`config.mk`:
```
export PLATFORM = sky130hd
export DESIGN_NAME = sae_ctrl
export DESIGN_NICKNAME = d
export VERILOG_FILES = /design/src/sae_pkg.sv /design/src/sae_ctrl.sv
export SDC_FILE = /design/constraint.sdc
export NUM_CORES = 1
export LEC_CHECK = 0
export BUFFER_PORTS_ARGS = -buffer_cell sky130_fd_sc_hd__clkbuf_2
export CORE_MARGIN = 2
export CORE_UTILIZATION = 53
export DETAILED_ROUTE_END_ITERATION = 10
export PLACE_DENSITY_LB_ADDON = 0.3
export SETUP_SLACK_MARGIN = 0.3
export SLEW_MARGIN = 25
export SYNTH_ARGS = -nofsm -noshare
export SYNTH_HDL_FRONTEND = slang
export SYNTH_SLANG_ARGS = --single-unit
```
`constraint.sdc`:
```
create_clock -name clk -period 2.2 [get_ports clk]
set_input_delay 0.66 -clock clk [delete_from_list [all_inputs] [get_ports clk]]
set_output_delay 0.66 -clock clk [all_outputs]
set_load 0.1 [all_outputs]
```
`src/sae_pkg.sv`:
```
// Shared types and constants for the suffix automaton engine.
// No dependencies; every other file refers to it by scoped names.
package sae_pkg;

  localparam int MAX_TEXT_LEN_DEF  = 512;
  localparam int ALPHABET_SIZE_DEF = 26;

  // Result status codes
  localparam logic [1:0] ST_ANSWER = 2'd0;
  localparam logic [1:0] ST_FULL   = 2'd1;
  localparam logic [1:0] ST_CLOSED = 2'd2;

  // Input action codes
  localparam logic ACT_APPEND = 1'b0;
  localparam logic ACT_QUERY  = 1'b1;

  // Datapath commands, one per cycle
  typedef enum logic [4:0] {
    CMD_IDLE, CMD_TAKE, CMD_RST_ROOT, CMD_CLR, CMD_NEW, CMD_RD_CUR, CMD_LINK,
    CMD_RD_T, CMD_SOLID, CMD_CLONE, CMD_CLONE_T, CMD_CLONE_B, CMD_COPY,
    CMD_COPY_TAIL, CMD_REDIR, CMD_FINISH, CMD_MARK, CMD_CLOSE, CMD_Q_START,
    CMD_Q_STEP, CMD_Q_RD, CMD_Q_ANS, CMD_EMIT_ANS, CMD_EMIT_FULL, CMD_EMIT_CLOSED
  } cmd_t;

  // Controller states
  typedef enum logic [4:0] {
    S_RST_ROOT, S_CLR_ROOT, S_IDLE, S_DECODE, S_CLR_ROW, S_WALK_RD, S_WALK_EV,
    S_T_EV, S_CLONE_T, S_CLONE_B, S_COPY, S_COPY_TAIL, S_RED_RD, S_RED_EV,
    S_FINISH, S_MARK_RD, S_MARK_WR, S_Q_STEP, S_Q_RD, S_Q_ANS, S_EMIT_ANS,
    S_EMIT_FULL, S_EMIT_CLOSED
  } state_t;

  // Status from datapath to controller
  typedef struct packed {
    logic act;
    logic last;
    logic closed;
    logic full;
    logic bad_sym;
    logic cur_none;
    logic rd_none;
    logic rd_is_t;
    logic solid;
    logic col_last;
    logic out_free;
  } stat_t;

endpackage

```
`src/sae_ctrl.sv`:
```
// Controller: sequences appends, clones, terminal marking and queries.
// Depends on sae_pkg; drives sae_datapath through cmd and reads stat.
module sae_ctrl (
  input  logic            clk,
  input  logic            rst,
  input  logic            in_valid,
  output logic            in_stall,
  input  sae_pkg::stat_t  stat,
  output sae_pkg::cmd_t   cmd
);

  sae_pkg::state_t state, state_next;

  // Hold state
  always_ff @(posedge clk) begin
    if (rst) state <= sae_pkg::S_RST_ROOT;
    else state <= state_next;
  end

  assign in_stall = state != sae_pkg::S_IDLE;

  // Next state and command
  always_comb begin
    state_next = state;
    cmd        = sae_pkg::CMD_IDLE;
    unique case (state)
      sae_pkg::S_RST_ROOT: begin
        cmd = sae_pkg::CMD_RST_ROOT; state_next = sae_pkg::S_CLR_ROOT;
      end
      sae_pkg::S_CLR_ROOT: begin
        cmd = sae_pkg::CMD_CLR;
        if (stat.col_last) state_next = sae_pkg::S_IDLE;
      end
      sae_pkg::S_IDLE: begin
        if (in_valid) begin
          cmd = sae_pkg::CMD_TAKE; state_next = sae_pkg::S_DECODE;
        end
      end
      sae_pkg::S_DECODE: begin
        priority if (stat.act == sae_pkg::ACT_QUERY) begin
          cmd = sae_pkg::CMD_Q_START; state_next = sae_pkg::S_Q_STEP;
        end else if (stat.closed) begin
          state_next = sae_pkg::S_EMIT_CLOSED;
        end else if (stat.full) begin
          state_next = sae_pkg::S_EMIT_FULL;
        end else if (stat.bad_sym) begin
          state_next = sae_pkg::S_IDLE;
        end else begin
          cmd = sae_pkg::CMD_NEW; state_next = sae_pkg::S_CLR_ROW;
        end
      end
      sae_pkg::S_CLR_ROW: begin
        cmd = sae_pkg::CMD_CLR;
        if (stat.col_last) state_next = sae_pkg::S_WALK_RD;
      end
      sae_pkg::S_WALK_RD: begin
        if (stat.cur_none) state_next = sae_pkg::S_FINISH;
        else begin
          cmd = sae_pkg::CMD_RD_CUR; state_next = sae_pkg::S_WALK_EV;
        end
      end
      sae_pkg::S_WALK_EV: begin
        if (stat.rd_none) begin
          cmd = sae_pkg::CMD_LINK; state_next = sae_pkg::S_WALK_RD;
        end else begin
          cmd = sae_pkg::CMD_RD_T; state_next = sae_pkg::S_T_EV;
        end
      end
      sae_pkg::S_T_EV: begin
        if (stat.solid) begin
          cmd = sae_pkg::CMD_SOLID; state_next = sae_pkg::S_FINISH;
        end else begin
          cmd = sae_pkg::CMD_CLONE; state_next = sae_pkg::S_CLONE_T;
        end
      end
      sae_pkg::S_CLONE_T: begin
        cmd = sae_pkg::CMD_CLONE_T; state_next = sae_pkg::S_CLONE_B;
      end
      sae_pkg::S_CLONE_B: begin
        cmd = sae_pkg::CMD_CLONE_B; state_next = sae_pkg::S_COPY;
      end
      sae_pkg::S_COPY: begin
        cmd = sae_pkg::CMD_COPY;
        if (stat.col_last) state_next = sae_pkg::S_COPY_TAIL;
      end
      sae_pkg::S_COPY_TAIL: begin
        cmd = sae_pkg::CMD_COPY_TAIL; state_next = sae_pkg::S_RED_RD;
      end
      sae_pkg::S_RED_RD: begin
        if (stat.cur_none) state_next = sae_pkg::S_FINISH;
        else begin
          cmd = sae_pkg::CMD_RD_CUR; state_next = sae_pkg::S_RED_EV;
        end
      end
      sae_pkg::S_RED_EV: begin
        if (stat.rd_is_t) begin
          cmd = sae_pkg::CMD_REDIR; state_next = sae_pkg::S_RED_RD;
        end else state_next = sae_pkg::S_FINISH;
      end
      sae_pkg::S_FINISH: begin
        cmd = sae_pkg::CMD_FINISH;
        state_next = stat.last ? sae_pkg::S_MARK_RD : sae_pkg::S_IDLE;
      end
      sae_pkg::S_MARK_RD: begin
        if (stat.cur_none) begin
          cmd = sae_pkg::CMD_CLOSE; state_next = sae_pkg::S_IDLE;
        end else begin
          cmd = sae_pkg::CMD_RD_CUR; state_next = sae_pkg::S_MARK_WR;
        end
      end
      sae_pkg::S_MARK_WR: begin
        cmd = sae_pkg::CMD_MARK; state_next = sae_pkg::S_MARK_RD;
      end
      sae_pkg::S_Q_STEP: begin
        cmd = sae_pkg::CMD_Q_STEP;
        state_next = stat.last ? sae_pkg::S_Q_RD : sae_pkg::S_IDLE;
      end
      sae_pkg::S_Q_RD: begin
        cmd = sae_pkg::CMD_Q_RD; state_next = sae_pkg::S_Q_ANS;
      end
      sae_pkg::S_Q_ANS: begin
        cmd = sae_pkg::CMD_Q_ANS; state_next = sae_pkg::S_EMIT_ANS;
      end
      sae_pkg::S_EMIT_ANS: begin
        if (stat.out_free) begin
          cmd = sae_pkg::CMD_EMIT_ANS; state_next = sae_pkg::S_IDLE;
        end
      end
      sae_pkg::S_EMIT_FULL: begin
        if (stat.out_free) begin
          cmd = sae_pkg::CMD_EMIT_FULL; state_next = sae_pkg::S_IDLE;
        end
      end
      sae_pkg::S_EMIT_CLOSED: begin
        if (stat.out_free) begin
          cmd = sae_pkg::CMD_EMIT_CLOSED; state_next = sae_pkg::S_IDLE;
        end
      end
      default: state_next = sae_pkg::S_IDLE;
    endcase
  end

endmodule

```
==> impl_metrics.json, run 1 <==
{
  "outcome": "did not finish",
  "haltStage": "clock tree synthesis",
  "tool.error": "[ERROR DPL-0033] detailed placement checks failed during check placement.",
  "dp_hpwl_mm": 2.67,
  "synth-async-reset-ratio": 0,
  "initial_core_util": 0.578,
  "pre_cts_ws_ns": -0.276,
  "synth_seq_area_share": 0.112,
  "gp_congestion": 0.943,
  "numPortBuffers": 19,
  "fp.dieW_um": 45,
  "rows": 14,
  "htreeDepth": 1,
  "syn-mean-instance-area_um2": 6.80,
  "cts_root_buffer": "clkbuf_4",
  "syn_area_um2": 891,
  "yosysUniqueCellTypes": 48,
  "synth_cells": 131,
  "hold_buffers": 0,
  "ys_warn_count": 0,
  "cts_buffers": 3,
  "ys.flop_type": "dfxtp_1",
  "postCtsSetupBuffers": 6,
  "cts_sinks": 5,
  "clockBufferDepth": 2,
  "cts_resized": 19,
  "syn_nets": 145,
  "ys_seq_elements": 5,
  "die_y_um": 45,
  "placed_cells": 183,
  "io_pins": 20,
  "synth_edf_count": 0
}
Yosys cell counts (2+ instances only):
master	number	area share
a21oi_1	11	0.062
nand2b_1	6	0.042
xor2_1	2	0.020
clkbuf_1	6	0.025
mux2i_1	3	0.034
buf_1	3	0.013
a31oi_1	5	0.035
nand3_1	4	0.022
a221oi_1	2	0.020
a211oi_1	3	0.025
or2b_1	2	0.017
o31ai_1	2	0.017
dfxtp_1	5	0.11
a22oi_1	2	0.017
o21ai_0	4	0.022
a311oi_1	3	0.029
o211ai_1	2	0.017
buf_2	3	0.017
nor2_1	7	0.029
inv_1	5	0.021
nand2_1	12	0.051
nor4_1	7	0.049
nor3_1	3	0.017
nand3b_1	5	0.042
logic make-up after synthesis:
logic type,after synthesis,synth area share
xor gates and xnor gates,2,0.0197
AOI/OAI and AO/OA,44,0.347
and+or+nand+nor,59,0.399
DFF,5,0.112
buffers and inverters,18,0.0885
muxes,3,0.0337
per-stage QoR:
| stage | hold WS (ns) | area, um2 | utilization |
|---|---|---|---|
| after floorplan | 0.678 | 1000 | - |
| after global placement | 0.670 | 1340 | 0.867 |
| after detailed placement | 0.670 | 1340 | 0.867 |
==> inputs of run 2 (changes only) <==
--- a/config.mk
+++ b/config.mk
@@ -6,11 +6,10 @@
 export NUM_CORES = 1
 export LEC_CHECK = 0
 export BUFFER_PORTS_ARGS = -buffer_cell sky130_fd_sc_hd__clkbuf_2
-export CORE_MARGIN = 2
-export CORE_UTILIZATION = 53
+export CORE_AREA = 2 2 63 65
 export DETAILED_ROUTE_END_ITERATION = 10
-export PLACE_DENSITY_LB_ADDON = 0.3
-export SETUP_SLACK_MARGIN = 0.3
+export DIE_AREA = 0 0 65 67
+export PLACE_DENSITY_LB_ADDON = 0.15
 export SLEW_MARGIN = 25
 export SYNTH_ARGS = -nofsm -noshare
 export SYNTH_HDL_FRONTEND = slang
==> impl_metrics.json, run 2 <==
{
  "worst_slack_ns": -0.338,
  "violations": "negative setup slack",
  "drive_above_1_share": 0.540,
  "nets": 215,
  "p_leak_nw": 0.735,
  "grt_pass1_vias": 1316,
  "antenna_found_initial": 0,
  "grt_use_total": 0.185,
  "multi_input_comb_area_um2": 818,
  "synth_cells": 131,
  "hold_path_class": "in -> reg",
  "wl_met2_mm": 1.91,
  "cts_tree": "done",
  "max_slew_margin": 0.617,
  "met1_length_mm": 1.70,
  "max_stage_delay_ns": 0.41,
  "crit_fanout": 2,
  "synth_common_cells": "nand2_1, a21oi_1, nor2_1, nor4_1",
  "drv_slew": 0,
  "cts_root_buffer": "clkbuf_8",
  "slowest_stage": "or4bb_1",
  "hold_viol": 0,
  "peakVddDrop_mv": 0.910,
  "period_needed_ns": 2.54,
  "grt_overflow": 0,
  "synth_seq_area_share": 0.112,
  "synthTopCellsByArea": "dfxtp_1, a21oi_1, nand2_1",
  "synthToLayoutAreaGrowth_pct": 93.3,
  "die_y_um": 67,
  "cts_buffers": 3,
  "dr_wl_met3_um": 200,
  "syn-mean-instance-area_um2": 6.80,
  "ys_warn_count": 0,
  "mostFrequentLayoutCells": "buf_4, clkbuf_2, nand2_1",
  "gp_congestion": 0.874,
  "coreArea_um2": 3610,
  "yosysTopAreaCell": "dfxtp_1",
  "ys.flop_type": "dfxtp_1",
  "htreeDepth": 1,
  "numPortBuffers": 19,
  "top_layer_used": "met4",
  "syn_nets": 145,
  "powerDensity_nw_per_um2": 1330,
  "fp.dieW_um": 65,
  "tightest_slew_ns": 0.559,
  "synth_top_area_share": 0.112,
  "finalSetupViolCount": 5,
  "drt_first_iter_violations": 69,
  "regMostFlops": "state",
  "fin_area_um2": 1720,
  "via_count": 1311,
  "dr.pass1.iters": 4,
  "synth.most_common_cell": "nand2_1",
  "cp_cell_sequence": "clkbuf_2 -> or4bb_1 -> a21oi_2 -> a31oi_1 -> o211ai_1 -> buf_12",
  "ys_seq_elements": 5,
  "viasPerCell": 5.29,
  "clock_skew_ns": 0.000534,
  "max_freq_mhz": 394,
  "rows": 22,
  "fillCellCount": 378,
  "die-area_um2": 4360,
  "post-route-period-util": 1.15,
  "dp_hpwl_mm": 2.82,
  "drc": 0,
  "grt_first_pass_wirelength_mm": 6.16,
  "critPathCaptureType": "output pin",
  "rsz0062_at_grt": "yes",
  "n_antenna_cell": 0,
  "drt-wirelength-per-cell_um": 15.4,
  "io_pins": 20,
  "largest_register_ff_count": 5,
  "critical_path_class": "in -> out",
  "outcome": "complete, but fails checks",
  "cp.arrival_ns": 1.88,
  "syn_area_um2": 891,
  "ant_nets": 0,
  "yosysUniqueCellTypes": 48,
  "clk_latency_ns": 0.22,
  "synth_edf_count": 0,
  "regArea_um2": 111,
  "cts_sinks": 5,
  "postPlaceCellArea_um2": 1500,
  "p_total_mw": 2.29,
  "path_clk_slew_ns": 0.03,
  "final_common_cell": "buf_4",
  "clockBufferDepth": 2,
  "grt_max_degree": 15,
  "cp_data_required_time_ns": 1.54,
  "routed_wl_mm": 3.82,
  "synth-async-reset-ratio": 0,
  "maxCapViolCount": 0,
  "initial_core_util": 0.247,
  "critPathLaunchType": "primary input",
  "reg_top3": "state x5"
}
## run 2: cell counts after synthesis
No cell type changed its count.
## run 2: routing by layer
layer / up-vias / GRT usage
li1: 648 / -
met5: - / 0
met1: 616 / 0.227
met2: 45 / 0.338
met4: 0 / 0.0293
met3: 2 / 0.0355
## run 2: what timing repair did
item,CTS,global route
hold buffers,0,0
setup endpoints to repair,6,6
resized for setup,26,2
pin swaps,7,5
setup buffers,7,2
## run 2: report_power, final
| group | leakage (nW) | switching (mW) | internal, mW | total, mW |
|---|---|---|---|---|
| Combinational | 0.669 | 1.05 | 0.871 | 1.92 |
| Clock | 0.0228 | 0.0402 | 0.124 | 0.164 |
| Sequential | 0.0436 | 0.0681 | 0.135 | 0.203 |
| Total | 0.735 | 1.16 | 1.13 | 2.29 |
## run 2: path summary, 6_finish.rpt
check            from  endpoint  slack, ns  depth (start not counted)
max reg2reg  state[2]  state[1]       0.35                          4
max          in_valid    cmd[0]      -0.34                          6
min reg2reg  state[1]  state[1]       0.73                          3
min               rst  state[4]       0.68                          2
## run 2: layout make-up
cell class                 instances  area share
clock buffer                       4      0.0262
inverter                           5      0.0109
multi-input combinational        108       0.475
sequential                         5      0.0647
tap                               48      0.0349
timing repair buffer              78       0.388
## run 2: per-stage QoR
step	utilization	worst slack [ns]	hold slack, ns	instances	setup TNS (ns)
CTS	0.470	-0.360	0.679	246	-0.888
finish	0.477	-0.338	0.678	248	-1.01
floorplan	-	-1.14	0.678	131	-1.24
detailed placement	0.415	-0.358	0.773	235	-0.782
global route	0.477	-0.403	0.689	248	-1.27
global placement	0.415	-0.355	0.757	235	-0.888
## run 2: kinds of logic (layout without fill, tap and decap cells)
| logic type | after synthesis | count (layout) | share of synthesized area |
|---|---|---|---|
| AOI/OAI and AO/OA | 44 | 44 | 0.347 |
| xor gates and xnor gates | 2 | 2 | 0.0197 |
| buffers and inverters | 18 | 87 | 0.0885 |
| DFF | 5 | 5 | 0.112 |
| muxes | 3 | 3 | 0.0337 |
| and+or+nand+nor | 59 | 59 | 0.399 |
## run 2: critical path: cells and delay by family
family | cells | cell delay, ns
AOI/OAI and AO/OA | 3 | 0.50
and+or+nand+nor | 1 | 0.41
buffers and inverters | 2 | 0.31
Power figures use the tool's default switching activity.
